**config.mk**
```make
export PLATFORM = sky130hd
export DESIGN_NAME = index_pool_allocator_unit
export DESIGN_NICKNAME = d
export VERILOG_FILES = /design/src/ipa_pkg.sv /design/src/index_pool_allocator_unit.sv /design/src/ipa_ram.sv /design/src/ipa_ctrl.sv /design/src/ipa_datapath.sv
export SDC_FILE = /design/constraint.sdc
export NUM_CORES = 2
export LEC_CHECK = 0
export ABC_AREA = 1
export ABC_CLOCK_PERIOD_IN_PS = 6260
export BUFFER_PORTS_ARGS = -buffer_cell sky130_fd_sc_hd__buf_2
export CORE_ASPECT_RATIO = 1.25
export CORE_MARGIN = 4
export CORE_UTILIZATION = 32
export CTS_CLUSTER_SIZE = 16
export DETAILED_ROUTE_END_ITERATION = 6
export PLACE_DENSITY = 0.53
export SYNTH_ARGS = -nofsm -noshare
export SYNTH_HDL_FRONTEND = slang
export SYNTH_SLANG_ARGS = --single-unit
```
**constraint.sdc**
```tcl
create_clock -name clk -period 6.26 [get_ports clk]
set_input_delay 0 -clock clk [delete_from_list [all_inputs] [get_ports clk]]
set_output_delay 0 -clock clk [all_outputs]
set_load 0.01 [all_outputs]
```
**src/ipa_pkg.sv**
```systemverilog
package ipa_pkg;

  localparam int MAX_SLOTS = 256;
  localparam int SLOT_W    = $clog2(MAX_SLOTS);
  localparam int COUNT_W   = $clog2(MAX_SLOTS + 1);
  localparam int IDX_W     = 8;
  localparam int SIZE_W    = 9;

  typedef enum logic [1:0] {
    REQ_ADD      = 2'd0,
    REQ_REMOVE   = 2'd1,
    REQ_TRUNCATE = 2'd2
  } req_type_t;

  typedef enum logic [2:0] {
    ST_OK         = 3'd0,
    ST_FULL       = 3'd1,
    ST_BAD_INDEX  = 3'd2,
    ST_BAD_SIZE   = 3'd3,
    ST_STACK_FULL = 3'd4
  } status_t;

  typedef struct packed {
    req_type_t          req_type;
    logic [IDX_W-1:0]   slot_index;
    logic [SIZE_W-1:0]  new_size;
  } req_t;

  typedef struct packed {
    logic [IDX_W-1:0]   granted_index;
    status_t            status;
    logic [SIZE_W-1:0]  pool_size;
  } rsp_t;

  typedef struct packed {
    logic latch_in;
    logic exec;
    logic pop_read;
    logic pop_take;
    logic push_out;
  } ipa_cmd_t;

  typedef struct packed {
    logic is_add;
    logic stack_empty;
    logic pop_hit;
    logic rsp_free;
  } ipa_sts_t;

endpackage

```
**src/index_pool_allocator_unit.sv**
```systemverilog
// Channel   Direction  Handshake             Payload
// req       in         req_valid/req_stall   req_t (req_type, slot_index, new_size)
// rsp       out        rsp_valid/rsp_stall   rsp_t (granted_index, status, pool_size)
// cfg       in         cfg_we                cfg_data (pool_capacity)
//
// One transaction in flight: accept, execute, then load the output register.
// Remove, truncate and add with an empty recycle stack execute at once; an add
// with a non-empty stack first pops recycled entries (one stack RAM read each).
// rst is synchronous: size and stack count go to zero, capacity to 256.
// A stalled response holds; a new request is taken while it waits.
module index_pool_allocator_unit import ipa_pkg::*; (
  input  logic              clk,
  input  logic              rst,
  input  logic              req_valid,
  output logic              req_stall,
  input  req_t              req,
  output logic              rsp_valid,
  input  logic              rsp_stall,
  output rsp_t              rsp,
  input  logic              cfg_we,
  input  logic [SIZE_W-1:0] cfg_data
);

  ipa_cmd_t cmd;
  ipa_sts_t sts;

  ipa_ctrl u_ctrl (
    .clk       (clk),
    .rst       (rst),
    .req_valid (req_valid),
    .req_stall (req_stall),
    .sts       (sts),
    .cmd       (cmd)
  );

  ipa_datapath u_dp (
    .clk       (clk),
    .rst       (rst),
    .req       (req),
    .rsp_valid (rsp_valid),
    .rsp_stall (rsp_stall),
    .rsp       (rsp),
    .cfg_we    (cfg_we),
    .cfg_data  (cfg_data),
    .cmd       (cmd),
    .sts       (sts)
  );

endmodule

```
**src/ipa_ram.sv**
```systemverilog
module ipa_ram #(
  parameter int WIDTH = 8,
  parameter int DEPTH = 256
) (
  input  logic                     clk,
  input  logic                     we,
  input  logic [$clog2(DEPTH)-1:0] waddr,
  input  logic [WIDTH-1:0]         wdata,
  input  logic                     re,
  input  logic [$clog2(DEPTH)-1:0] raddr,
  output logic [WIDTH-1:0]         rdata
);

  logic [WIDTH-1:0] mem [DEPTH];

  always_ff @(posedge clk) begin
    if (we) begin
      mem[waddr] <= wdata;
    end
    if (re) begin
      rdata <= mem[raddr];
    end
  end

endmodule

```
**src/ipa_ctrl.sv**
```systemverilog
module ipa_ctrl import ipa_pkg::*; (
  input  logic     clk,
  input  logic     rst,
  input  logic     req_valid,
  output logic     req_stall,
  input  ipa_sts_t sts,
  output ipa_cmd_t cmd
);

  typedef enum logic [1:0] {
    S_IDLE,
    S_EXEC,
    S_CHECK,
    S_DONE
  } state_t;

  state_t state;
  state_t state_next;

  assign req_stall = (state != S_IDLE);

  always_comb begin
    cmd        = '0;
    state_next = state;
    unique case (state)
      S_IDLE: begin
        if (req_valid) begin
          cmd.latch_in = 1'b1;
          state_next   = S_EXEC;
        end
      end
      S_EXEC: begin
        if (sts.is_add && !sts.stack_empty) begin
          cmd.pop_read = 1'b1;
          state_next   = S_CHECK;
        end else begin
          cmd.exec   = 1'b1;
          state_next = S_DONE;
        end
      end
      S_CHECK: begin
        priority if (sts.pop_hit) begin
          cmd.pop_take = 1'b1;
          state_next   = S_DONE;
        end else if (!sts.stack_empty) begin
          cmd.pop_read = 1'b1;
        end else begin
          cmd.exec   = 1'b1;
          state_next = S_DONE;
        end
      end
      S_DONE: begin
        if (sts.rsp_free) begin
          cmd.push_out = 1'b1;
          state_next   = S_IDLE;
        end
      end
      default: state_next = S_IDLE;
    endcase
  end

  always_ff @(posedge clk) begin
    if (rst) begin
      state <= S_IDLE;
    end else begin
      state <= state_next;
    end
  end

endmodule

```
**src/ipa_datapath.sv**
```systemverilog
module ipa_datapath import ipa_pkg::*; (
  input  logic              clk,
  input  logic              rst,
  input  req_t              req,
  output logic              rsp_valid,
  input  logic              rsp_stall,
  output rsp_t              rsp,
  input  logic              cfg_we,
  input  logic [SIZE_W-1:0] cfg_data,
  input  ipa_cmd_t          cmd,
  output ipa_sts_t          sts
);

  req_t                req_q;
  rsp_t                res;
  logic [SIZE_W-1:0]   high_water;
  logic [SIZE_W-1:0]   high_water_next;
  logic [COUNT_W-1:0]  recycle_count;
  logic [COUNT_W-1:0]  recycle_count_next;
  logic [COUNT_W-1:0]  count_dec;
  logic [SIZE_W-1:0]   pool_capacity;
  logic [SIZE_W-1:0]   eff_cap;
  logic [SIZE_W-1:0]   slot_ext;
  logic [IDX_W-1:0]    granted;
  status_t             status;
  logic                push_wr;
  logic [IDX_W-1:0]    rd_data;

  assign count_dec = recycle_count - COUNT_W'(1);
  assign eff_cap   = (pool_capacity > SIZE_W'(MAX_SLOTS)) ? SIZE_W'(MAX_SLOTS) : pool_capacity;
  assign slot_ext  = SIZE_W'(req_q.slot_index);

  ipa_ram #(
    .WIDTH (IDX_W),
    .DEPTH (MAX_SLOTS)
  ) u_stack (
    .clk   (clk),
    .we    (cmd.exec && push_wr),
    .waddr (recycle_count[SLOT_W-1:0]),
    .wdata (req_q.slot_index),
    .re    (cmd.pop_read),
    .raddr (count_dec[SLOT_W-1:0]),
    .rdata (rd_data)
  );

  always_comb begin
    status             = ST_OK;
    granted            = '0;
    high_water_next    = high_water;
    recycle_count_next = recycle_count;
    push_wr            = 1'b0;
    unique case (req_q.req_type)
      REQ_ADD: begin
        if (high_water >= eff_cap) begin
          status = ST_FULL;
        end else begin
          granted         = high_water[IDX_W-1:0];
          high_water_next = high_water + SIZE_W'(1);
        end
      end
      REQ_REMOVE: begin
        priority if (slot_ext >= high_water) begin
          status = ST_BAD_INDEX;
        end else if (slot_ext == high_water - SIZE_W'(1)) begin
          high_water_next = high_water - SIZE_W'(1);
        end else if (recycle_count >= COUNT_W'(MAX_SLOTS)) begin
          status = ST_STACK_FULL;
        end else begin
          push_wr            = 1'b1;
          recycle_count_next = recycle_count + COUNT_W'(1);
        end
      end
      REQ_TRUNCATE: begin
        if (req_q.new_size > high_water) begin
          status = ST_BAD_SIZE;
        end else begin
          high_water_next = req_q.new_size;
        end
      end
      default: ;
    endcase
  end

  assign sts.is_add      = (req_q.req_type == REQ_ADD);
  assign sts.stack_empty = (recycle_count == '0);
  assign sts.pop_hit     = (SIZE_W'(rd_data) < high_water);
  assign sts.rsp_free    = !rsp_valid || !rsp_stall;

  always_ff @(posedge clk) begin
    if (rst) begin
      high_water    <= '0;
      recycle_count <= '0;
      pool_capacity <= SIZE_W'(MAX_SLOTS);
      rsp_valid     <= 1'b0;
    end else begin
      if (cfg_we) begin
        pool_capacity <= cfg_data;
      end
      if (cmd.exec) begin
        high_water    <= high_water_next;
        recycle_count <= recycle_count_next;
      end else if (cmd.pop_read) begin
        recycle_count <= count_dec;
      end
      if (cmd.push_out) begin
        rsp_valid <= 1'b1;
      end else if (!rsp_stall) begin
        rsp_valid <= 1'b0;
      end
    end
  end

  always_ff @(posedge clk) begin
    if (cmd.latch_in) begin
      req_q <= req;
    end
    if (cmd.exec) begin
      res <= '{granted_index: granted, status: status, pool_size: high_water_next};
    end else if (cmd.pop_take) begin
      res <= '{granted_index: rd_data, status: ST_OK, pool_size: high_water};
    end
    if (cmd.push_out) begin
      rsp <= res;
    end
  end

endmodule

```
==> metrics.txt <==
Fillers 25,900; Clock Power Share 33.4%; run status complete, no violations; worst hold path class in -> reg; CTS tree yes; clock tree root driver cell clkbuf_16; number of synthesized flops with an enable pin 2,115; Slew Viols, Final 0; grt met3 use 2.16%; WP data arrival 5.74 ns; synthesis-to-finish area growth 13.5%; sw frac 32.9%; Top delay family on crit path simple AND/OR/NAND/NOR gates; Seq pwr share 42.4%; Pwr Density 401 nW/µm²; flip-flop and latch area 64,100 µm²; sequential fraction of the synthesis area 73.7%; gr usage total 18.0%; CTS Buffer Depth 4; combinational share of power 24.2%; CTS buffer count 207; CTS H-tree depth 4; residual DRC count 0; global-route wire length before repair 379,000 µm; DR pass1 iterations 6; sw power 13.0 mW; leakage power figure 32.2 nW; grt peak-use layer met2; RSZ-0062 raised after global routing no; Hold Fails Final Rpt 0; slew of the pin with the lowest slew margin 1.31 ns; hold slack final 0.0890 ns; Synth Flop Type edfxtp_1; wirelength, routed 261,000 µm; vias in the first global route 56,600; synthesized area 87,000 µm²; Total Power 39.6 mW; headroom to the max-slew limit 12.2%; M2 GR Usage 30.7%; area of the multi-input gates 20,800 µm²; Vias per Instance 5.30; CP Capture Type flop; Top Ports 55; Die Y 591 µm; postcts setup bufs 0; max-cap violations 0; Yosys warning count 0; Crit Path Max Fanout 100; Vias 57,100; DP HPWL 148,000 µm; setup TNS 0 ns; Seq cells post-synth 2,145; total core area 270,000 µm²; CP most frequent cell nand2_4; Clock Skew 0.0577 ns; Tmin final 5.24 ns; Avg Cell Area, Syn 12.2 µm²; Routability Congestion 0.858; Antenna Nets Post-Route 0; antenna violations before repair 8; DRT iter0 DRCs 6,073; fraction of registers with async set or reset after synthesis 0%; Initial Utilization 32.2%; GRT overflow 0; Cell Int Power 26.6 mW; layout cells sized above 1 7.33%; kind of critical path reg -> reg; crit-path cells inv_8, ha_4, nand2_4, nor3_4, inv_2, nand2_1, nand2_2, nand2_4, nand2_4, clkinv_2, nand4_4, nor2_2, nand2_1, nor2_1; largest net degree at the start of global routing 243; Nets 7,134; fin crit share 83.8%; post-DR wirelength/cell 24.2 µm; Die Wd 474 µm; startpoint types flop; final setup fails 0; IO buf count 54; required time at the worst-slack endpoint 6.76 ns; Crit path largest cell delay 0.81 ns; Die ar. 280,000 µm²; syn nets 7,198; most frequent cells in the layout 2,115 x edfxtp_1, 1,366 x nor2_1, 1,071 x o21ai_0; clock insertion delay at the later pin of the skew report 0.87 ns; Worst-path clk slew 0.07 ns; Buf/Inv on CP 3; met1 GRT Util 22.7%; Slowest-stage cell, CP nor2_1; Achievable Freq 191 MHz; standard-cell row count 213; Post-Syn Instances 7,119; Clock Sinks 2,145; VDD IR max 0.336 mV; Netlist cell types 41; most common cell after layout, fill and taps aside edfxtp_1
-- cell usage after synthesis (3+ instances only) --
master / instances / area share (%)
edfxtp_1: 2115 / 73
nor2_1: 1367 / 5.9
o21ai_0: 1072 / 6.2
nand2_1: 747 / 3.2
nand3_1: 536 / 3.1
o22ai_1: 513 / 3.7
clkbuf_1: 409 / 1.8
inv_1: 80 / 0.34
buf_2: 63 / 0.36
ha_1: 46 / 0.66
dfxtp_1: 30 / 0.69
a21oi_1: 26 / 0.15
buf_1: 21 / 0.091
nand4_1: 16 / 0.11
xor2_1: 11 / 0.11
nor3_1: 8 / 0.046
nand3b_1: 6 / 0.052
nand3_4: 5 / 0.10
nand4_4: 5 / 0.12
nor2_2: 5 / 0.036
clkinv_1: 4 / 0.017
inv_2: 4 / 0.017
nand2_2: 4 / 0.029
buf_4: 3 / 0.026
nand2_4: 3 / 0.039
-- state kept, by name (all words and copies together), names as in the netlist --
register / count
u_dp.u_stack.mem: 2048
u_dp.res: 20
u_dp.rsp: 20
u_dp.req_q: 19
u_dp.high_water: 9
u_dp.pool_capacity: 9
u_dp.recycle_count: 9
u_dp.u_stack.rdata: 8
u_ctrl.state: 2
u_dp.rsp_valid: 1
-- final timing paths --
check | from | endpoint | slack [ns] | depth (start not counted)
worst max register to register | u_dp.recycle_count[0] | u_dp.u_stack.mem[208][1] | 1.02 | 14
worst min register to register | u_dp.res[0] | u_dp.rsp[0] | 0.42 | 0
worst min-delay path | rst | u_dp.high_water[8] | 0.09 | 3
worst max-delay path | u_dp.recycle_count[0] | u_dp.u_stack.mem[208][1] | 1.02 | 14
-- power by group through the flow --
stage | Clock, mW | Combinational [mW] | Sequential [mW]
finish | 13.2 | 9.59 | 16.8
global placement | 0 | 9.48 | 17.1
floorplan | 0 | 5.00 | 17.6
global route | 14.0 | 10.3 | 16.8
CTS | 13.4 | 9.57 | 16.8
detailed placement | 0 | 9.53 | 17.1
-- layer usage --
metal | vias up | share of wire [%] | wire length, µm
li1 | 25800 | - | -
met1 | 28500 | 40 | 105000
met4 | 0 | 5.1 | 13300
met3 | 530 | 6.0 | 15600
met5 | - | 0 | 0
met2 | 2247 | 49 | 127000
-- stage by stage --
| step | util (%) | worst slack (ns) | cell area (µm²) | cells |
|---|---|---|---|---|
| 2_1_floorplan | - | 0.221 | 87000 | 7119 |
| 3_3_place_gp | 33.7 | 1.16 | 90900 | 10300 |
| 3_5_place_dp | 33.7 | 0.978 | 90900 | 10300 |
| 4_1_cts | 36.6 | 0.990 | 98800 | 10800 |
| 5_1_grt | 36.6 | 0.784 | 98800 | 10800 |
| 6_report | 36.6 | 1.02 | 98800 | 10800 |
-- area by class of cell --
type	count	share of cell area, %
Antenna cell	2	0.00507
Clock buffer	230	5.44
Clock inverter	143	1.72
Inverter	90	0.374
Multi-Input combinational cell	4386	21.1
Sequential cell	2145	64.9
Tap cell	3547	4.49
Timing Repair Buffer	225	2.00
-- worst reg2reg max path: stages (launching register included) --
cell and delay, ns:
dfxtp_4 0.49, inv_8 0.42, ha_4 0.35, nand2_4 0.46, nor3_4 0.40, inv_2 0.09
nand2_1 0.09, nand2_2 0.07, nand2_4 0.11, nand2_4 0.16, clkinv_2 0.23, nand4_4 0.24
nor2_2 0.29, nand2_1 0.65, nor2_1 0.83
-- repair_timing --
item,4_1_cts,5_1_grt
hold buffers,80,0
gates resized for setup,0,0
endpoints found under the hold margin,78,0
-- cells by family (layout without fill, tap and decap cells) --
kind of cell               Yosys count  in the layout  share of synthesized area, %
buffers and inverters              588            688                          2.66
other                                0              2                             0
AOI/OAI and AO/OA                 1617           1617                          10.1
DFF                               2145           2145                          73.7
and+or+nand+nor                   2711           2711                          12.9
adders and majority gates           46             46                         0.661
xor gates and xnor gates            12             12                         0.121
Note: power is estimated with default switching activity, not from simulation.
